--- config.mk ---
export PLATFORM = sky130hd
export DESIGN_NAME = keyed_min_priority_queue
export DESIGN_NICKNAME = d
export VERILOG_FILES = /design/src/sv/kmpq_pkg.sv /design/src/sv/kmpq_store.sv /design/src/sv/kmpq_seq.sv /design/src/sv/keyed_min_priority_queue.sv
export SDC_FILE = /design/constraint.sdc
export NUM_CORES = 2
export LEC_CHECK = 0
export BUFFER_PORTS_ARGS = -buffer_cell sky130_fd_sc_hd__buf_2
export CAP_MARGIN = 20
export CORE_MARGIN = 2
export CORE_UTILIZATION = 50
export CTS_CLUSTER_SIZE = 30
export DETAILED_ROUTE_END_ITERATION = 6
export GPL_TIMING_DRIVEN = 0
export PLACE_DENSITY = 0.68
export SETUP_SLACK_MARGIN = 0.3
export SKIP_LAST_GASP = 1
export SLEW_MARGIN = 15
export SYNTH_ARGS = -nofsm -noshare
export SYNTH_HDL_FRONTEND = slang
export SYNTH_SLANG_ARGS = --single-unit
--- constraint.sdc ---
create_clock -name aclk -period 7 [get_ports aclk]
set_clock_uncertainty 0.15 [all_clocks]
set_input_delay 2.1 -clock aclk [delete_from_list [all_inputs] [get_ports aclk]]
set_output_delay 2.1 -clock aclk [all_outputs]
set_load 0.02 [all_outputs]
--- src/sv/kmpq_pkg.sv ---
// Shared types and codes for the keyed minimum priority queue.
`timescale 1ns / 1ps

package kmpq_pkg;

    localparam int KEY_W  = 16;
    localparam int VAL_W  = 31;
    localparam int CMD_W  = 2;
    localparam int STAT_W = 3;

    typedef logic [KEY_W-1:0]  key_t;
    typedef logic [VAL_W-1:0]  val_t;
    typedef logic [CMD_W-1:0]  cmd_t;
    typedef logic [STAT_W-1:0] stat_t;

    localparam cmd_t CMD_ADD = 2'd0;
    localparam cmd_t CMD_DEQ = 2'd1;
    localparam cmd_t CMD_UPD = 2'd2;

    localparam stat_t ST_OK          = 3'd0;
    localparam stat_t ST_OVERWRITTEN = 3'd1;
    localparam stat_t ST_NOT_FOUND   = 3'd2;
    localparam stat_t ST_EMPTY       = 3'd3;
    localparam stat_t ST_FULL        = 3'd4;

    typedef struct packed {
        key_t key;
        val_t value;
    } entry_t;

    typedef struct packed {
        key_t  key;
        val_t  value;
        stat_t status;
        logic  now_empty;
    } result_t;

endpackage

--- src/sv/kmpq_store.sv ---
// Entry memory: one write port and one registered read port.
`timescale 1ns / 1ps

module kmpq_store #(
    parameter int CAPACITY = 64
) (
    input  logic                        aclk,
    input  logic                        wr_en,
    input  logic [$clog2(CAPACITY)-1:0] wr_addr,
    input  kmpq_pkg::entry_t            wr_data,
    input  logic [$clog2(CAPACITY)-1:0] rd_addr,
    output kmpq_pkg::entry_t            rd_data
);
    import kmpq_pkg::*;

    entry_t mem [CAPACITY];
    entry_t rd_data_reg;

    always_ff @(posedge aclk) begin
        if (wr_en) begin
            mem[wr_addr] <= wr_data;
        end
        rd_data_reg <= mem[rd_addr];
    end

    assign rd_data = rd_data_reg;

endmodule

--- src/sv/kmpq_seq.sv ---
// Sequencer: key search, minimum search and compaction over the entry memory.
`timescale 1ns / 1ps

module kmpq_seq #(
    parameter int CAPACITY = 64
) (
    input  logic                        aclk,
    input  logic                        aresetn,
    input  logic                        in_valid,
    output logic                        in_ready,
    input  kmpq_pkg::cmd_t              in_cmd,
    input  kmpq_pkg::key_t              in_key,
    input  kmpq_pkg::val_t              in_val,
    input  logic                        slot_free,
    output logic                        res_load,
    output kmpq_pkg::result_t           res,
    output logic                        wr_en,
    output logic [$clog2(CAPACITY)-1:0] wr_addr,
    output kmpq_pkg::entry_t            wr_data,
    output logic [$clog2(CAPACITY)-1:0] rd_addr,
    input  kmpq_pkg::entry_t            rd_data
);
    import kmpq_pkg::*;

    localparam int AW = $clog2(CAPACITY);
    localparam int CW = $clog2(CAPACITY + 1);

    localparam logic [1:0] S_IDLE  = 2'd0;
    localparam logic [1:0] S_SCAN  = 2'd1;
    localparam logic [1:0] S_SHIFT = 2'd2;
    localparam logic [1:0] S_RESP  = 2'd3;

    logic [1:0]  state_reg, state_next;
    logic [CW-1:0] count_reg, count_next;
    logic [CW-1:0] idx_reg, idx_next;
    logic        pend_reg, pend_next;
    logic [AW-1:0] cmp_idx_reg, cmp_idx_next;
    cmd_t        cmd_reg, cmd_next;
    key_t        key_reg, key_next;
    val_t        val_reg, val_next;
    logic [AW-1:0] best_idx_reg, best_idx_next;
    key_t        best_key_reg, best_key_next;
    val_t        best_val_reg, best_val_next;
    key_t        res_key_reg, res_key_next;
    val_t        res_val_reg, res_val_next;
    stat_t       res_stat_reg, res_stat_next;

    logic issue;
    logic last;
    logic take;

    assign issue = (idx_reg < count_reg);
    assign last  = (CW'(cmp_idx_reg) == count_reg - CW'(1));
    // Strict less-than keeps the oldest of equal values.
    assign take  = (cmp_idx_reg == '0) || (rd_data.value < best_val_reg);

    always_comb begin
        state_next    = state_reg;
        count_next    = count_reg;
        idx_next      = idx_reg;
        pend_next     = 1'b0;
        cmp_idx_next  = cmp_idx_reg;
        cmd_next      = cmd_reg;
        key_next      = key_reg;
        val_next      = val_reg;
        best_idx_next = best_idx_reg;
        best_key_next = best_key_reg;
        best_val_next = best_val_reg;
        res_key_next  = res_key_reg;
        res_val_next  = res_val_reg;
        res_stat_next = res_stat_reg;
        in_ready      = 1'b0;
        res_load      = 1'b0;
        wr_en         = 1'b0;
        wr_addr       = cmp_idx_reg;
        wr_data       = rd_data;
        rd_addr       = idx_reg[AW-1:0];

        case (state_reg)
            S_IDLE: begin
                in_ready = 1'b1;
                if (in_valid) begin
                    cmd_next      = in_cmd;
                    key_next      = in_key;
                    val_next      = in_val;
                    res_key_next  = '0;
                    res_val_next  = '0;
                    res_stat_next = ST_OK;
                    idx_next      = '0;
                    state_next    = S_RESP;
                    if (in_cmd inside {CMD_ADD, CMD_DEQ, CMD_UPD}) begin
                        if (count_reg != '0) begin
                            state_next = S_SCAN;
                        end else if (in_cmd == CMD_ADD) begin
                            wr_en      = 1'b1;
                            wr_addr    = '0;
                            wr_data    = '{key: in_key, value: in_val};
                            count_next = CW'(1);
                        end else if (in_cmd == CMD_DEQ) begin
                            res_stat_next = ST_EMPTY;
                        end else begin
                            res_stat_next = ST_NOT_FOUND;
                        end
                    end
                end
            end
            S_SCAN: begin
                // Issue one read a cycle; check the one returned from the last cycle.
                if (issue) begin
                    idx_next     = idx_reg + CW'(1);
                    pend_next    = 1'b1;
                    cmp_idx_next = idx_reg[AW-1:0];
                end
                if (pend_reg) begin
                    if (cmd_reg == CMD_DEQ) begin
                        if (take) begin
                            best_idx_next = cmp_idx_reg;
                            best_key_next = rd_data.key;
                            best_val_next = rd_data.value;
                        end
                        if (last) begin
                            res_key_next = take ? rd_data.key : best_key_reg;
                            res_val_next = take ? rd_data.value : best_val_reg;
                            idx_next     = CW'(take ? cmp_idx_reg : best_idx_reg) + CW'(1);
                            pend_next    = 1'b0;
                            state_next   = S_SHIFT;
                        end
                    end else if (rd_data.key == key_reg) begin
                        wr_en         = 1'b1;
                        wr_addr       = cmp_idx_reg;
                        wr_data       = '{key: rd_data.key, value: val_reg};
                        res_stat_next = ST_OVERWRITTEN;
                        pend_next     = 1'b0;
                        state_next    = S_RESP;
                    end else if (last) begin
                        pend_next  = 1'b0;
                        state_next = S_RESP;
                        if (cmd_reg == CMD_UPD) begin
                            res_stat_next = ST_NOT_FOUND;
                        end else if (count_reg == CW'(CAPACITY)) begin
                            res_stat_next = ST_FULL;
                        end else begin
                            wr_en      = 1'b1;
                            wr_addr    = count_reg[AW-1:0];
                            wr_data    = '{key: key_reg, value: val_reg};
                            count_next = count_reg + CW'(1);
                        end
                    end
                end
            end
            S_SHIFT: begin
                // Move each entry after the removed one down by one place.
                if (issue) begin
                    idx_next     = idx_reg + CW'(1);
                    pend_next    = 1'b1;
                    cmp_idx_next = idx_reg[AW-1:0];
                end
                if (pend_reg) begin
                    wr_en   = 1'b1;
                    wr_addr = cmp_idx_reg - AW'(1);
                    wr_data = rd_data;
                end
                if (!issue && !pend_reg) begin
                    count_next = count_reg - CW'(1);
                    state_next = S_RESP;
                end
            end
            S_RESP: begin
                if (slot_free) begin
                    res_load   = 1'b1;
                    state_next = S_IDLE;
                end
            end
            default: begin
                state_next = S_IDLE;
            end
        endcase
    end

    assign res = '{key: res_key_reg, value: res_val_reg, status: res_stat_reg,
                   now_empty: (count_reg == '0)};

    always_ff @(posedge aclk) begin
        if (!aresetn) begin
            state_reg <= S_IDLE;
            count_reg <= '0;
            pend_reg  <= 1'b0;
        end else begin
            state_reg <= state_next;
            count_reg <= count_next;
            pend_reg  <= pend_next;
        end
    end

    always_ff @(posedge aclk) begin
        idx_reg      <= idx_next;
        cmp_idx_reg  <= cmp_idx_next;
        cmd_reg      <= cmd_next;
        key_reg      <= key_next;
        val_reg      <= val_next;
        best_idx_reg <= best_idx_next;
        best_key_reg <= best_key_next;
        best_val_reg <= best_val_next;
        res_key_reg  <= res_key_next;
        res_val_reg  <= res_val_next;
        res_stat_reg <= res_stat_next;
    end

endmodule

--- src/sv/keyed_min_priority_queue.sv ---
// Top level of the keyed minimum priority queue: sequencer, entry memory, result register.
//
//   Channel   Direction  Ports                                           Beat
//   s_        in         s_command, s_item_key, s_item_value            one command
//   m_        out        m_out_key, m_out_value, m_status, m_now_empty  one result per command
//
// Sequencing: add and update scan the held entries one per cycle, and a new beat is
// accepted only back in idle; dequeue scans for the minimum, then compacts the entries
// behind it one per cycle. The single memory read port sets this pace.
// Reset: aresetn, synchronous and active low, empties the queue; memory is not cleared.
// Stalls: the result register takes a finished result while the sequencer waits for the
// next beat; the sequencer holds a new result until that register is free.
`timescale 1ns / 1ps

module keyed_min_priority_queue #(
    parameter int CAPACITY = 64
) (
    input  logic             aclk,
    input  logic             aresetn,
    input  logic             s_valid,
    output logic             s_ready,
    input  kmpq_pkg::cmd_t   s_command,
    input  kmpq_pkg::key_t   s_item_key,
    input  kmpq_pkg::val_t   s_item_value,
    output logic             m_valid,
    input  logic             m_ready,
    output kmpq_pkg::key_t   m_out_key,
    output kmpq_pkg::val_t   m_out_value,
    output kmpq_pkg::stat_t  m_status,
    output logic             m_now_empty
);
    import kmpq_pkg::*;

    localparam int AW = $clog2(CAPACITY);

    logic          wr_en;
    logic [AW-1:0] wr_addr;
    entry_t        wr_data;
    logic [AW-1:0] rd_addr;
    entry_t        rd_data;
    logic          res_load;
    result_t       res;
    logic          slot_free;

    logic          m_valid_reg, m_valid_next;
    result_t       m_res_reg;

    kmpq_seq #(
        .CAPACITY (CAPACITY)
    ) u_seq (
        .aclk      (aclk),
        .aresetn   (aresetn),
        .in_valid  (s_valid),
        .in_ready  (s_ready),
        .in_cmd    (s_command),
        .in_key    (s_item_key),
        .in_val    (s_item_value),
        .slot_free (slot_free),
        .res_load  (res_load),
        .res       (res),
        .wr_en     (wr_en),
        .wr_addr   (wr_addr),
        .wr_data   (wr_data),
        .rd_addr   (rd_addr),
        .rd_data   (rd_data)
    );

    kmpq_store #(
        .CAPACITY (CAPACITY)
    ) u_store (
        .aclk    (aclk),
        .wr_en   (wr_en),
        .wr_addr (wr_addr),
        .wr_data (wr_data),
        .rd_addr (rd_addr),
        .rd_data (rd_data)
    );

    // Free when empty or draining this cycle.
    assign slot_free = !m_valid_reg || m_ready;

    always_comb begin
        m_valid_next = m_valid_reg;
        if (res_load) begin
            m_valid_next = 1'b1;
        end else if (m_ready) begin
            m_valid_next = 1'b0;
        end
    end

    always_ff @(posedge aclk) begin
        if (!aresetn) begin
            m_valid_reg <= 1'b0;
        end else begin
            m_valid_reg <= m_valid_next;
        end
    end

    // Hold the payload until a new result is loaded.
    always_ff @(posedge aclk) begin
        if (res_load) begin
            m_res_reg <= res;
        end
    end

    assign m_valid     = m_valid_reg;
    assign m_out_key   = m_res_reg.key;
    assign m_out_value = m_res_reg.value;
    assign m_status    = m_res_reg.status;
    assign m_now_empty = m_res_reg.now_empty;

endmodule
* Word level (Yosys, flattened, before mapping)
Memory sizes are Yosys's and may differ from the RTL's. A register that Yosys moved wholly into a read port is not among the register bits. Index checks and enable logic that the tools add are counted.
Operators by class: add/subtract/negate cells 5, magnitude comparators 2, equality and inequality tests 26, multiplexer cells 102, reduce and logical (&&, ||, !) cells 25
Operator list (count):
- 2-to-1 mux 47 bit | 10
- 2-to-1 mux 31 bit | 5
- 2-to-1 mux 7 bit | 16
- one-hot mux 47 bit (2 select lines) | 1
- 2-to-1 mux 16 bit | 5
- 2-to-1 mux 6 bit | 12
- one-hot mux 31 bit (2 select lines) | 1
- one-hot mux 7 bit (3 select lines) | 2
- one-hot mux 16 bit (2 select lines) | 1
- < comparator 31 bit | 1
- 2-to-1 mux 3 bit | 10
- 2-to-1 mux 1 bit | 24
- adder 7 x 1 -> 7 bit, second input constant | 3
- 2-to-1 mux 2 bit | 10
- one-hot mux 6 bit (3 select lines) | 1
- == test 16 bit | 1
- != test 2 bit, second input constant | 7
- != test 2 x 1 -> 1 bit, second input constant | 6
- AND reduction 12 bit | 1
- AND reduction 6 bit | 2
- == test 2 bit, second input constant | 4
- one-hot mux 2 bit (4 select lines) | 1
- == test 6 x 7 -> 1 bit | 1
- == test 7 bit, second input constant | 1
- 24 further kinds | 34
Storage, ports and cells: flip-flop bits (word level) 227, memory bits (writable) 3008, input port bits 53, output and inout port bits 53, memories kept 1
Memory list:
- u_store.mem | depth 64, width 47, read ports 1, clocked after Yosys merged registers in 1, wr ports 1, line kmpq_store.sv:16 | entry_t mem [CAPACITY];

* Longest topological paths before layout
depth after elaboration 10, gate-level depth with buffers 18, depth with buffers taken out 16

* Cells and area by module
Synthesis repeated with hierarchy kept, for this count alone.
Second synthesis, totals: cells, all modules 5780, area total of the unflattened synthesis 126588.9 um^2
By module, submodules not included:
- kmpq_store | instances 1, cells an instance 4840, area an instance 115055.3 um^2, sequential area each 91267.5 um^2
- kmpq_seq | instances 1, cells an instance 885, area an instance 9953.3 um^2, sequential area each 5154.9 um^2
- keyed_min_priority_queue | instances 1, cells an instance 55, area an instance 1580.3 um^2, sequential area each 1551.5 um^2

* Least setup slack after synthesis
Ideal clock, no wire load.
path type input-to-reg, start input port s_valid, end memory u_store.mem[11][0] (netlist name) (enable), library setup time 0.452 ns, data arrival time 6.184 ns, path slack 0.214 ns, cell stages on the path 7, cell sequence and2_1 nand2_1 a21oi_1 a21oi_1 and4b_1 nand2_2 nor2_1
On the way: cells in the longest elaborated chain, start to end 4, elaborated cells between the ends (all ways) 6
Ends and longest elaborated chain:
- start: declaration | line keyed_min_priority_queue.sv:20 | input logic s_valid,
- 2-to-1 mux 1 bit | line kmpq_seq.sv:82 | if (in_valid) begin
- one-hot mux 1 bit (3 select lines) | line kmpq_seq.sv:79 | case (state_reg)
- 2-to-1 mux 1 bit | line kmpq_store.sv:20 | if (wr_en) begin
- 2-to-1 mux 1 bit (not written as such) | line kmpq_store.sv:21 | mem[wr_addr] <= wr_data;
- end: declaration | line kmpq_store.sv:16
Several ways; a longest one is shown, not always the timed one.

* Worst setup path after layout
start input port s_valid, end memory u_store.mem[10][1] (netlist name) (enable)
The elaborated chain is that of the path after synthesis.

==> metrics.cfg <==
[logic_synthesis]
ys_seq_area_share_pct = 77.4
ys_async_sr_fraction_pct = 0
syn-num-nets = 5401
avgSynthCellArea_um2 = 23.9
synth_most_common_cell = edfxtp_1
netlist_top_cells_area = edfxtp_1 77%, mux4_2 18%, dfxtp_1 0.92%, mux2_2 0.72%, clkbuf_1 0.53%
synthFlopType = edfxtp_1
synthesis.area_um2 = 127000
yosys_warnings = 0
synth_edf_count = 3224
ys_seq_elements = 3282
synth.top_cell.area_share_pct = 76.5
synth_top_area_cell = edfxtp_1
synth_common_cells = 3224 x edfxtp_1, 987 x mux4_2, 180 x clkbuf_1
synth_cells = 5302
synth_cell_types = 74

[route]
drtIter0Drc = 9578
wl_per_cell_um = 36.0
dr.max_layer_used = met5
dr_wl_met2_mm = 166
m1WireLength_mm = 127
postRouteAntennaNets = 0
vias = 62625
viasPerCell = 6.49
firstDrtPassIters = 7
met3_wirelength_mm = 37.8
drcViolationCount = 2
routed_wl_mm = 347

[run_status]
outcome = complete, but fails checks
violations = design-rule violations

[global_routing]
grt_pass1_vias = 62775
track_usage_pct = 27.0
antenna_found_initial = 27
gr-total-overflow = 0
grt_pass1_wl_mm = 481
grt_start_max_net_pins = 65

[timing]
tns_ns = 0
clock.fmax_ghz = 0.175
report.final.hold_viol_count = 0
layout_worst_path_cycle_share_pct = 81.8
slew_viol_final = 0
setup_viol = 0
period_needed_ns = 5.73
max-slew-margin-rel_pct = 13.8
tightest_slew_ns = 1.29
rsz0062_at_grt = no
finalWorstSetupSlack_ns = 1.27

[clock_tree]
cts_tree = done
clkSinkCount = 3282
htree_levels = 5
cts_resized = 0
cts_made_buffers = 340
max-clock-path-buffers = 4
ctsHoldBuffers = 0
post_cts_buffers = 0
root_buffer = clkbuf_16
insertion_delay_ns = 0.95
clkTransAtPathRegs_ns = 0.06

[power_and_ir_drop]
peakVddDrop_uv = 269
power_density_nw_per_um2 = 449
total_power_w = 0.0666
leakage_nw = 46.2

[min_path]
worstHoldPathType = register to register

[final_layout]
post_route_cells_drive_above_1_share_pct = 33.8
nets = 6119
syn_to_final_growth_pct = 17.1
largest_register_ffs = 3008

[placed_design]
pre_cts_ws_ns = 0.490
dp.final_hpwl_mm = 237
io_buffer_count = 105
gp_congestion = 0.885

[job]
max_cap_viol_count = 0

[setup_path]
slowest_delay_ns = 0.95
critPathArrivalTime_ns = 6.22
cp_slowest_cell = nor2_4
cp-start-kind = primary input
cp_num_buf_inv = 3
crit_required_ns = 7.49
crit_family = simple AND/OR/NAND/NOR gates
critical_path.cell_chain = buf_2 -> or3b_2 -> nor4_1 -> o22ai_1 -> o221ai_2 -> nand3_1 -> nor2_4 -> buf_16 -> buf_12
cp-end-kind = register
worstPathMaxFanout = 17
criticalPathCategory = primary input to register

[die]
die_w_um = 507
die-area_um2 = 257000
fp.dieH_um = 507
rows = 184
start_util_pct = 50.3
core_um2 = 251000
io_pins = 106

-- layout make-up --
cell class / count / area [um^2]
fill: 17175 / 103000
sequential: 3282 / 98000
multi-input combinational: 1663 / 27700
clock buffer: 434 / 9150
timing repair buffer: 376 / 6170
tap: 3348 / 4190
clock inverter: 163 / 1500
buffer: 277 / 1170
inverter: 80 / 300
antenna: 23 / 57.6
-- cells in the final DEF (no fill, tap or decap), drive strengths merged, types with 4 or more instances in the layout --
master,count
and3,10
a222oi,33
a221oi,7
nor2,100
or3,6
o21ai,26
mux2i,10
o211ai,6
clkinvlp,9
nor3,13
a22oi,15
xor2,26
o221ai,4
nor2b,10
o22ai,6
nand4,7
buf,467
diode,23
edfxtp,3224
mux4,987
o21a,4
ha,46
nor4,7
bufinv,28
nand3,20
nand2,70
xnor2,14
clkinv,118
clkbuf,620
mux2,81
nand3b,6
or2,4
a21oi,26
a21o,16
inv,88
dfxtp,58
and2,56
-- metrics by stage --
step | instance area (um^2) | util, % | instances | hold WS, ns
floorplan | 127000 | - | 5302 | 0.250
global placement | 131000 | 52.2 | 8755 | 0.252
detailed placement | 137000 | 54.6 | 9000 | 0.255
CTS | 148000 | 58.8 | 9597 | 0.262
global route | 148000 | 58.9 | 9626 | 0.274
finish | 148000 | 59.0 | 9646 | 0.261
-- worst register-to-register path: cells and delay by family (launching register included) --
family	cells	cell delay [ns]
flops	1	0.31
fa+ha+maj	1	0.33
compound gates	3	0.72
buf+inv	5	1.05
simple gates	5	2.77
-- worst paths after layout --
| check | endpoint | from | slack [ns] | cells past startpoint |
|---|---|---|---|---|
| worst max-delay path | u_store.mem[10][1]$_DFFE_PP_ | s_valid | 1.27 | 9 |
| worst min-delay path | m_out_key[8]$_DFFE_PP_ | u_seq.res_key_reg[8]$_SDFFCE_PN0P_ | 0.26 | 0 |
| worst max register to register | u_store.mem[10][1]$_DFFE_PP_ | u_seq.count_reg[0]$_SDFFE_PN0P_ | 1.32 | 14 |
| worst min register to register | m_out_key[8]$_DFFE_PP_ | u_seq.res_key_reg[8]$_SDFFCE_PN0P_ | 0.26 | 0 |
-- kinds of logic after synthesis --
kind of cell    count (synthesis)  share of synthesized area (%)
buf+inv                       357                           1.11
simple gates                  321                           1.29
fa+ha+maj                      46                          0.455
flops                        3282                           77.4
xor+xnor                       40                          0.277
mux                          1078                           18.4
compound gates                178                           1.08
-- power breakdown --
| part | total [W] | switching, W | internal [W] | leakage, nW |
|---|---|---|---|---|
| clock network | 0.0176 | 0.00732 | 0.0102 | 5.22 |
| logic | 0.0214 | 0.0135 | 0.00793 | 11.3 |
| registers | 0.0276 | 0.000388 | 0.0272 | 29.7 |
| total | 0.0666 | 0.0212 | 0.0454 | 46.2 |
-- per-layer routing --
| layer | global-route usage [%] | up-vias |
|---|---|---|
| li1 | - | 24291 |
| met1 | 36.0 | 33633 |
| met2 | 42.4 | 3956 |
| met3 | 6.50 | 725 |
| met4 | 12.2 | 20 |
| met5 | 0 | - |
Note: power is estimated with default switching activity, not from simulation.
